===== config.mk =====
export PLATFORM = sky130hd
export DESIGN_NAME = ir_file_transfer_deframer
export DESIGN_NICKNAME = d
export VERILOG_FILES = /design/src/rtl/core/ifd_pkg.sv /design/src/rtl/core/ifd_cfg_regs.sv /design/src/rtl/core/ifd_core.sv /design/src/rtl/core/ir_file_transfer_deframer.sv
export SDC_FILE = /design/constraint.sdc
export NUM_CORES = 1
export LEC_CHECK = 0
export BUFFER_PORTS_ARGS = -buffer_cell sky130_fd_sc_hd__buf_4
export CAP_MARGIN = 20
export CORE_ASPECT_RATIO = 0.8
export CORE_MARGIN = 2
export CORE_UTILIZATION = 26
export DETAILED_ROUTE_END_ITERATION = 12
export SETUP_SLACK_MARGIN = 0.1
export SYNTH_ARGS = -nofsm -noshare
export SYNTH_HDL_FRONTEND = slang
export SYNTH_SLANG_ARGS = --single-unit
export TNS_END_PERCENT = 50

===== constraint.sdc =====
create_clock -name clk -period 7.81 [get_ports clk]
set_clock_uncertainty 0.05 [all_clocks]
set_input_delay 0.3905 -clock clk [delete_from_list [all_inputs] [get_ports clk]]
set_output_delay 0.3905 -clock clk [all_outputs]
set_load 0.02 [all_outputs]

===== src/rtl/core/ifd_pkg.sv =====
// Shared types and constants of the IR file transfer deframer.
package ifd_pkg;

	localparam int unsigned NAME_LEN = 32;
	localparam int unsigned NIDX_W = $clog2(NAME_LEN);

	localparam logic [7:0] NAME_ADDR_RST = 8'hF0;
	localparam logic [7:0] SIZE_ADDR_RST = 8'h10;
	localparam logic [7:0] DATA_ADDR_RST = 8'h01;
	localparam logic [7:0] CHECK_ADDR_RST = 8'h30;

	typedef enum logic [1:0] {
		REG_NAME_ADDR  = 2'd0,
		REG_SIZE_ADDR  = 2'd1,
		REG_DATA_ADDR  = 2'd2,
		REG_CHECK_ADDR = 2'd3
	} reg_index_t;

	typedef enum logic [3:0] {
		EV_IGNORED    = 4'd0,
		EV_NAME_CHAR  = 4'd1,
		EV_NAME_END   = 4'd2,
		EV_NAME_LONG  = 4'd3,
		EV_SIZE_BYTE  = 4'd4,
		EV_SESS_START = 4'd5,
		EV_DATA       = 4'd6,
		EV_EXTRA_DATA = 4'd7,
		EV_CHECK_OK   = 4'd8,
		EV_CHECK_ERR  = 4'd9
	} event_t;

	typedef struct packed {
		logic [7:0] name_address;
		logic [7:0] size_address;
		logic [7:0] data_address;
		logic [7:0] check_address;
	} cfg_t;

	typedef struct packed {
		logic [7:0] frame_address;
		logic [7:0] frame_command;
	} frame_t;

	typedef struct packed {
		event_t      event_res;
		logic [7:0]  payload;
		logic        session_aborted;
		logic [31:0] total_size;
		logic [31:0] received_count;
		logic [4:0]  name_position;
	} result_t;

endpackage


===== src/rtl/core/ifd_cfg_regs.sv =====
// Address configuration registers of the deframer.
module ifd_cfg_regs (
	input  logic              clk,
	input  logic              arst_n,
	input  logic              cfg_write,
	input  logic [1:0]        cfg_index,
	input  logic [7:0]        cfg_data,
	output ifd_pkg::cfg_t     cfg
);
	import ifd_pkg::*;

	cfg_t cfg_q;

	always_ff @(posedge clk or negedge arst_n) begin
		if (!arst_n) begin
			cfg_q.name_address  <= NAME_ADDR_RST;
			cfg_q.size_address  <= SIZE_ADDR_RST;
			cfg_q.data_address  <= DATA_ADDR_RST;
			cfg_q.check_address <= CHECK_ADDR_RST;
		end else if (cfg_write) begin
			case (reg_index_t'(cfg_index))
				REG_NAME_ADDR:  cfg_q.name_address  <= cfg_data;
				REG_SIZE_ADDR:  cfg_q.size_address  <= cfg_data;
				REG_DATA_ADDR:  cfg_q.data_address  <= cfg_data;
				REG_CHECK_ADDR: cfg_q.check_address <= cfg_data;
				default: ;
			endcase
		end
	end

	assign cfg = cfg_q;

endmodule


===== src/rtl/core/ifd_core.sv =====
// Frame classification and session state of the deframer.
module ifd_core (
	input  logic               clk,
	input  logic               arst_n,
	input  logic               fire,
	input  ifd_pkg::frame_t    frame,
	input  ifd_pkg::cfg_t      cfg,
	output ifd_pkg::result_t   result
);
	import ifd_pkg::*;

	logic              receiving_q;
	logic              name_finished_q;
	logic [NIDX_W-1:0] name_index_q;
	logic [1:0]        size_cnt_q;
	logic [31:0]       size_shift_q;
	logic [31:0]       expected_q;
	logic [31:0]       byte_count_q;
	logic [7:0]        xor_q;

	logic              receiving_d;
	logic              name_finished_d;
	logic [NIDX_W-1:0] name_index_d;
	logic [1:0]        size_cnt_d;
	logic [31:0]       size_shift_d;
	logic [31:0]       expected_d;
	logic [31:0]       byte_count_d;
	logic [7:0]        xor_d;

	event_t            ev;
	logic [7:0]        pay;
	logic              aborted;
	logic [31:0]       shift_next;

	assign shift_next = {size_shift_q[23:0], frame.frame_command};

	always_comb begin
		receiving_d     = receiving_q;
		name_finished_d = name_finished_q;
		name_index_d    = name_index_q;
		size_cnt_d      = size_cnt_q;
		size_shift_d    = size_shift_q;
		expected_d      = expected_q;
		byte_count_d    = byte_count_q;
		xor_d           = xor_q;
		ev              = EV_IGNORED;
		pay             = 8'd0;
		aborted         = 1'b0;

		if (frame.frame_address == cfg.name_address) begin
			// A name frame in the middle of a session or size throws the session away.
			if (receiving_q || (byte_count_q != 32'd0) || (size_cnt_q != 2'd0)) begin
				receiving_d     = 1'b0;
				size_cnt_d      = 2'd0;
				size_shift_d    = 32'd0;
				byte_count_d    = 32'd0;
				xor_d           = 8'd0;
				expected_d      = 32'd0;
				name_index_d    = '0;
				name_finished_d = 1'b0;
				aborted         = 1'b1;
			end
			if (!name_finished_d) begin
				if (name_index_d < NIDX_W'(NAME_LEN - 1)) begin
					if (frame.frame_command == 8'd0) begin
						name_index_d    = '0;
						name_finished_d = 1'b1;
						ev              = EV_NAME_END;
					end else begin
						name_index_d = name_index_d + 1'b1;
						ev           = EV_NAME_CHAR;
						pay          = frame.frame_command;
					end
				end else begin
					name_index_d = '0;
					ev           = EV_NAME_LONG;
				end
			end
		end else if (frame.frame_address == cfg.size_address) begin
			if (!receiving_q) begin
				size_shift_d = shift_next;
				if (size_cnt_q == 2'd3) begin
					expected_d   = shift_next;
					receiving_d  = 1'b1;
					byte_count_d = 32'd0;
					xor_d        = 8'd0;
					size_cnt_d   = 2'd0;
					ev           = EV_SESS_START;
				end else begin
					size_cnt_d = size_cnt_q + 2'd1;
					ev         = EV_SIZE_BYTE;
				end
			end
		end else if (frame.frame_address == cfg.data_address) begin
			if (receiving_q) begin
				if (byte_count_q >= expected_q) begin
					ev = EV_EXTRA_DATA;
				end else begin
					byte_count_d = byte_count_q + 32'd1;
					xor_d        = xor_q ^ frame.frame_command;
					ev           = EV_DATA;
					pay          = frame.frame_command;
				end
			end
		end else if (frame.frame_address == cfg.check_address) begin
			ev              = (xor_q == frame.frame_command) ? EV_CHECK_OK : EV_CHECK_ERR;
			receiving_d     = 1'b0;
			size_cnt_d      = 2'd0;
			size_shift_d    = 32'd0;
			byte_count_d    = 32'd0;
			xor_d           = 8'd0;
			name_finished_d = 1'b0;
		end
	end

	always_ff @(posedge clk or negedge arst_n) begin
		if (!arst_n) begin
			receiving_q     <= 1'b0;
			name_finished_q <= 1'b0;
			name_index_q    <= '0;
			size_cnt_q      <= 2'd0;
			size_shift_q    <= 32'd0;
			expected_q      <= 32'd0;
			byte_count_q    <= 32'd0;
			xor_q           <= 8'd0;
		end else if (fire) begin
			receiving_q     <= receiving_d;
			name_finished_q <= name_finished_d;
			name_index_q    <= name_index_d;
			size_cnt_q      <= size_cnt_d;
			size_shift_q    <= size_shift_d;
			expected_q      <= expected_d;
			byte_count_q    <= byte_count_d;
			xor_q           <= xor_d;
		end
	end

	always_comb begin
		result.event_res       = ev;
		result.payload         = pay;
		result.session_aborted = aborted;
		result.total_size      = expected_d;
		result.received_count  = byte_count_d;
		result.name_position   = 5'(name_index_d);
	end

endmodule


===== src/rtl/core/ir_file_transfer_deframer.sv =====
// Top level of the IR file transfer deframer.
// Pipeline: a frame accepted into the input register moves into the result register and onto
// out_data once that register is empty or drained. Throughput: one frame per cycle unless
// out_stall holds it; the session state is updated as the frame enters the result register.
// Reset clears all session state and the pipeline valids, and loads the default
// addresses (name 0xF0, size 0x10, data 0x01, check 0x30).
module ir_file_transfer_deframer (
	input  logic              clk,
	input  logic              arst_n,
	input  logic              in_valid,
	output logic              in_stall,
	input  ifd_pkg::frame_t   in_data,
	output logic              out_valid,
	input  logic              out_stall,
	output ifd_pkg::result_t  out_data,
	input  logic              cfg_write,
	input  logic [1:0]        cfg_index,
	input  logic [7:0]        cfg_data
);
	import ifd_pkg::*;

	cfg_t    cfg;
	logic    valid_s1;
	frame_t  frame_s1;
	logic    valid_s2;
	result_t res_s2;
	result_t res_comb;
	logic    advance;
	logic    fire;

	// The result register takes a new transaction when it is empty or being drained.
	assign advance  = !valid_s2 || !out_stall;
	assign fire     = valid_s1 && advance;
	assign in_stall = valid_s1 && !advance;

	ifd_cfg_regs u_cfg (
		.clk       (clk),
		.arst_n    (arst_n),
		.cfg_write (cfg_write),
		.cfg_index (cfg_index),
		.cfg_data  (cfg_data),
		.cfg       (cfg)
	);

	ifd_core u_core (
		.clk    (clk),
		.arst_n (arst_n),
		.fire   (fire),
		.frame  (frame_s1),
		.cfg    (cfg),
		.result (res_comb)
	);

	always_ff @(posedge clk or negedge arst_n) begin
		if (!arst_n) begin
			valid_s1 <= 1'b0;
			valid_s2 <= 1'b0;
		end else begin
			if (!in_stall) begin
				valid_s1 <= in_valid;
			end
			if (advance) begin
				valid_s2 <= valid_s1;
			end
		end
	end

	always_ff @(posedge clk) begin
		if (in_valid && !in_stall) begin
			frame_s1 <= in_data;
		end
		if (fire) begin
			res_s2 <= res_comb;
		end
	end

	assign out_valid = valid_s2;
	assign out_data  = res_s2;

endmodule


==> results of run 1 <==
[layer usage]
layer	vias up	track usage [%]
met4	0	3.88
met2	359	21.5
met5	-	0
met3	47	2.93
li1	4390	-
met1	4772	22.2
[per-stage QoR]
| step | setup WS, ns | area, um2 | utilization (%) | power, mW | cells |
|---|---|---|---|---|---|
| final | 3.56 | 14900 | 31.9 | 3.06 | 1872 |
| after global routing | 3.21 | 14900 | 31.9 | 3.18 | 1872 |
| after CTS | 3.55 | 14800 | 31.7 | 3.09 | 1869 |
| after detailed placement | 3.56 | 13700 | 29.4 | 1.76 | 1802 |
| after global placement | 3.76 | 13700 | 29.4 | 1.75 | 1802 |
| after floorplan | 3.78 | 12200 | - | 1.62 | 1117 |
[what timing repair did]
item | CTS | global route
hold buffers | 18 | 0
hold endpoints to repair | 90 | 0
setup endpoints to repair | 0 | 0
[state kept, by name (all words and copies together) (netlist names)]
signal	flops
out_data	82
u_cfg.cfg	32
u_core.byte_count_q	32
u_core.expected_q	32
u_core.size_shift_q	24
frame_s1	16
u_core.xor_q	8
u_core.name_index_q	5
u_core.size_cnt_q	2
out_valid	1
u_core.name_finished_q	1
u_core.receiving_q	1
valid_s1	1
[critical path: stages, from the launching register on]
cell and delay [ns]:
dfrtp_1 0.41, inv_1 0.11, ha_1 0.29, nand2b_1 0.16, a2111oi_2 0.36, a2111oi_1 0.16
o41ai_4 0.99, nand2_1 0.75, o21ai_1 0.64, and2_1 0.20
[how the worst min path moves through the flow]
stage | from | end | slack, ns | cells past startpoint
global route | cfg_data[2] | u_cfg.cfg[2] | 0.04 | 2
detailed placement | u_core.size_shift_q[17] | u_core.size_shift_q[17] | 0.42 | 2
floorplan | arst_n | out_valid | 0.04 | 0
global placement | u_core.size_shift_q[16] | u_core.size_shift_q[16] | 0.41 | 2
finish | out_stall | out_valid | 0.04 | 3
CTS | out_stall | out_valid | 0.02 | 3
[cells in the mapped netlist (14+ instances only)]
| cell | number |
|---|---|
| nor3_1 | 15 |
| mux2_2 | 73 |
| edfxtp_1 | 98 |
| a22o_1 | 35 |
| nand4_1 | 23 |
| a41oi_1 | 14 |
| a31oi_1 | 45 |
| dfrtp_1 | 131 |
| o21ai_0 | 35 |
| xnor2_1 | 24 |
| nor2_1 | 36 |
| a21oi_1 | 37 |
| nand2_1 | 110 |
| o31ai_1 | 37 |
| clkbuf_1 | 51 |
| xor2_1 | 16 |
| and2_1 | 25 |
| nand3_1 | 50 |
| inv_1 | 77 |
| ha_1 | 37 |
[cell type report]
cell class / count / area [um2]
Tap cell: 620 / 776
Fill cell: 4777 / 31800
Timing Repair Buffer: 150 / 1220
Multi-Input combinational cell: 738 / 5260
Inverter: 78 / 295
Clock buffer: 41 / 821
Clock inverter: 8 / 95.1
Sequential cell: 237 / 6430
[logic make-up (layout without fill, tap and decap cells)]
family | after synthesis | after routing | share of synthesized area [%]
AO/OA/AOI/OAI | 260 | 260 | 15.2
AND/OR/NAND/NOR | 326 | 326 | 14.0
adder cells (fa/ha/maj) | 37 | 37 | 3.78
XOR/XNOR | 40 | 40 | 2.86
multiplexers | 75 | 75 | 6.88
flip-flops | 237 | 237 | 52.6
buffers and inverters | 142 | 277 | 4.67
[power by group through the flow]
stage | logic, mW | clock network [mW] | registers [mW]
2_1_floorplan | 0.145 | 0 | 1.47
3_3_place_gp | 0.299 | 0 | 1.45
3_5_place_dp | 0.304 | 0 | 1.45
4_1_cts | 0.313 | 1.35 | 1.43
5_1_grt | 0.341 | 1.41 | 1.43
6_report | 0.315 | 1.32 | 1.43
==> run_results.csv, run 1 <==
group,metric,value,unit
final_layout,antenna_cells,0,
die,rows,71,
yosys,synth_edf_count,98,
clock_tree,path_clk_slew,0.07,ns
route,wl_per_cell,19.5,um
yosys,yosys-top-cells-area,"dfrtp_1 27%, edfxtp_1 24%, mux2_2 6.7%, ha_1 3.8%, nand2_1 3.4%",
sta,hold_viol,0,
sta,tightest_slew,1.07,ns
setup_path,critical_path_class,"reg2reg",
placed_design,hpwl,24700,um
sta,rsz0062_at_grt,"no",
power,powerDensity,205,mW/mm2
sta,slew_headroom,28.4,%
die,die_area,0.0488,mm2
outcome,outcome,"completed",
sta,post-route-period-util,54.4,%
final_layout,drive_gt1_share,22.7,%
route,first_pass_iters,9,
setup_path,r2r_slack,3.56,ns
sta,tns,0,ns
global_routing,grt_max_degree,83,
placed_design,routabilityCongestion,0.850,
setup_path,worstPathRequired,8.18,ns
min_path,hp-class,"in2reg",
die,core_area,0.0467,mm2
route,wl,36500,um
yosys,ys_warn_count,0,
setup_path,reg2reg_depth,9,
final_layout,area_growth,21.8,%
global_routing,track_usage,14.8,%
clock_tree,cts-root-buf,"clkbuf_16",
yosys,synth_area,0.0122,mm2
power,switchingPower,0.764,mW
run,drv_cap,0,
route,routed.top_layer,"met4",
final_layout,layout_common_cells,"131 x dfrtp_1, 128 x buf_4, 110 x nand2_1",
clock_tree,htree_num_levels,1,
clock_tree,clk_latency,0.55,ns
setup_path,critPathCaptureType,"flop",
sta,setup_viol_count_final,0,
clock_tree,cts_tree,"built",
global_routing,grt_pass1_wl,56200,um
power,switching_share,25.0,%
sta,whs,0.0424,ns
sta,drv_slew,0,
route,routedLengthMet1,17200,um
route,vias_per_cell,5.11,
route,wl_met3,2540,um
setup_path,crit_end,"out_data[73]",
final_layout,mostFrequentLayoutCell,"dfrtp_1",
yosys,ys_seq_area_share,52.6,%
power,p_clk_share,43.1,%
global_routing,grt_overflow_total,0,
setup_path,crit_fanout,21,
placed_design,io_buffers,114,
power,vdd.ir_drop.worst,0.146,mV
yosys,netlist.area_leader.share,26.8,%
power,internal-power,2.30,mW
die,start_util,26.2,%
clock_tree,cts_setup_buffers,0,
clock_tree,cts.sinks,237,
setup_path,r2r_end,"out_data[73]",
final_layout,final_nets,1300,
yosys,syn-num-nets,1185,
power,cellLeakagePower,5.94,nW
clock_tree,cts_buffer_depth,3,
global_routing,grt_pass1_vias,9204,
yosys,avgSynthCellArea,11.0,um2
power,seqPwrFrac,46.6,%
setup_path,worstPathArrival,4.62,ns
yosys,synth_top_cell_by_area,"dfrtp_1",
clock_tree,cts_buffers,27,
route,vias,9568,
die,die_h,198,um
setup_path,crit_start,"u_core.byte_count_q[0]",
sta,min_period,4.25,ns
route,drc_errors,0,
route,first_iter_violations,771,
die,top_level_ports,115,
yosys,synth_flop_cell,"dfrtp_1",
yosys,synth-seq-cells,237,
setup_path,r2r-start,"u_core.byte_count_q[0]",
route,dr_wl_met2,15900,um
sta,fmax,0.235,GHz
clock_tree,cts_resized,0,
power,pwr-share-comb,10.3,%
global_routing,antenna_found_initial,0,
yosys,synthCells,1117,
route,drtAntennaViolNets,0,
setup_path,crit_path_start_kind,"flop",
yosys,ys_async_sr_fraction,58.6,%
die,dieWidth,247,um
yosys,netlist-cell-type-count,70,
No activity file was read; power rests on OpenSTA's default activity.
==> run 2: changes to the inputs <==
- clock period: 7.81 -> 3.95 ns (I/O delays scaled with it)
==> run 2 against run 1 <==
Non-clock buffer count is 22 higher. Clock power rose by 85%. Count of clock-buffer cells in the layout up 3. Largest power group unchanged. Critical path type unchanged. Via count fell by 0.20%.
==> run_results.csv, run 2 (synthesis results as in run 1) <==
group,metric,value,unit
outcome,outcome,"completed",
sta,drv_slew,0,
power,cellLeakagePower,6.02,nW
final_layout,antenna_cells,0,
route,vias,9549,
setup_path,r2r_end,"out_data[75]",
final_layout,largest_reg_flops,82,
setup_path,critical_path_class,"reg2reg",
clock_tree,clk_latency,0.56,ns
route,first_iter_violations,837,
die,die_h,198,um
global_routing,grt_max_degree,103,
final_layout,area_growth,22.9,%
setup_path,critPathCaptureType,"flop",
global_routing,antenna_found_initial,0,
sta,fmax,0.281,GHz
clock_tree,cts_tree,"built",
final_layout,layout_common_cells,"140 x buf_4, 131 x dfrtp_1, 110 x nand2_1",
sta,min_period,3.56,ns
sta,setup_viol_count_final,0,
route,drc_errors,0,
sta,post-route-period-util,90.2,%
setup_path,path_common_cell,"nand2_1",
final_layout,drive_gt1_share,23.1,%
route,wl,36400,um
sta,whs,0.159,ns
die,dieWidth,247,um
route,drtAntennaViolNets,0,
global_routing,grtUsageMet1,21.5,%
power,vdd.ir_drop.worst,0.332,mV
global_routing,grt_pass1_vias,9460,
min_path,hp-start,"cfg_index[1]",
setup_path,crit_path_start_kind,"flop",
final_layout,final_nets,1322,
placed_design,hpwl,25200,um
sta,rsz0062_at_grt,"no",
die,rows,71,
clock_tree,htree_num_levels,1,
clock_tree,cts-root-buf,"clkbuf_16",
sta,tightest_slew,0.939,ns
sta,tns,0,ns
final_layout,fillers,4769,
global_routing,grt_use_met2,22.7,%
setup_path,cp_slowest_cell,"a2111oi_1",
min_path,hp-class,"in2reg",
final_layout,mostFrequentLayoutCell,"buf_4",
run,drv_cap,0,
setup_path,worstPathRequired,4.21,ns
die,top_level_ports,115,
die,die_area,0.0488,mm2
placed_design,io_buffers,114,
global_routing,grt_pass1_wl,56300,um
sta,slew_headroom,37.4,%
route,wl_per_cell,19.2,um
min_path,hold_end,"u_cfg.cfg[30]",
global_routing,track_usage,14.8,%
final_layout,final_core_util,32.2,%
clock_tree,cts_setup_buffers,0,
power,powerDensity,392,mW/mm2
die,start_util,26.2,%
setup_path,crit_fanout,11,
clock_tree,cts_buffer_depth,3,
placed_design,routabilityCongestion,0.860,
clock_tree,cts_buffers,27,
setup_path,worstPathArrival,3.83,ns
min_path,min_path_cells,4,
clock_tree,path_clk_slew,0.06,ns
sta,hold_viol,0,
global_routing,grt_overflow_total,0,
route,first_pass_iters,5,
setup_path,crit_start,"u_core.byte_count_q[14]",
setup_path,reg2reg_depth,9,
clock_tree,cts.sinks,237,
setup_path,crit_path_cell_trace,"ha_1 > and4_1 > nand2_1 > a2111oi_1 > o41ai_4 > buf_4 > nand2_1 > o21ai_1 > and2_1",
die,core_area,0.0467,mm2
setup_path,r2r_slack,0.39,ns
global_routing,met3_usage,2.66,%
route,vias_per_cell,5.04,
global_routing,globalRoute.busiestLayer,"met2",
setup_path,r2r-start,"u_core.byte_count_q[14]",
setup_path,slowest_delay,0.78,ns
## run 2: critical path: cells and delay by family, from the launching register on
family          cells  cell delay, ns
compound gates      3            1.32
fa+ha+maj           1            0.36
buf+inv             1            0.25
flops               1            0.47
simple gates        4            0.87
## run 2: layer usage
layer | vias up | share of wire (%)
met3 | 63 | 6.0
met2 | 312 | 44
met4 | 0 | 2.2
met1 | 4743 | 48
li1 | 4431 | -
met5 | - | 0
## run 2: cell type report
cell class              count  area, um2  area share (%)
inverters                  78        295            1.96
multi-input cells         738       5270            35.0
flip-flops and latches    237       6430            42.8
repair buffers            172       1410            9.36
clock buffers              44        821            5.46
clock inverters             6       37.5           0.250
well taps                 620        776            5.16
## run 2: where the power goes
| part | switching [mW] | internal, mW | leakage [nW] |
|---|---|---|---|
| clock | 1.03 | 1.42 | 0.421 |
| sequential | 0.0931 | 2.73 | 2.84 |
| combinational | 0.368 | 0.263 | 2.77 |
## run 2: worst max-delay path by stage
stage | endpoint | slack (ns) | cells after the start
floorplan | u_core.expected_q[24] | 0.22 | 5
global placement | out_data[22] | 0.48 | 8
detailed placement | out_data[20] | 0.38 | 8
CTS | out_data[20] | 0.35 | 8
global route | out_data[75] | 0.15 | 9
finish | out_data[75] | 0.39 | 9
## run 2: stage by stage
stage	total power [mW]	area, um2	std cells	setup slack (ns)
floorplan	3.20	12200	1117	0.219
global placement	3.47	13900	1816	0.475
detailed placement	3.48	13900	1816	0.385
CTS	5.95	15000	1894	0.353
global route	6.11	15000	1895	0.148
finish	5.89	15000	1895	0.386
## run 2: timing repair
action,in CTS,in global routing
resized for setup,0,1
hold buffers,28,0
endpoints found under the hold margin,132,0
setup endpoints to repair,0,3
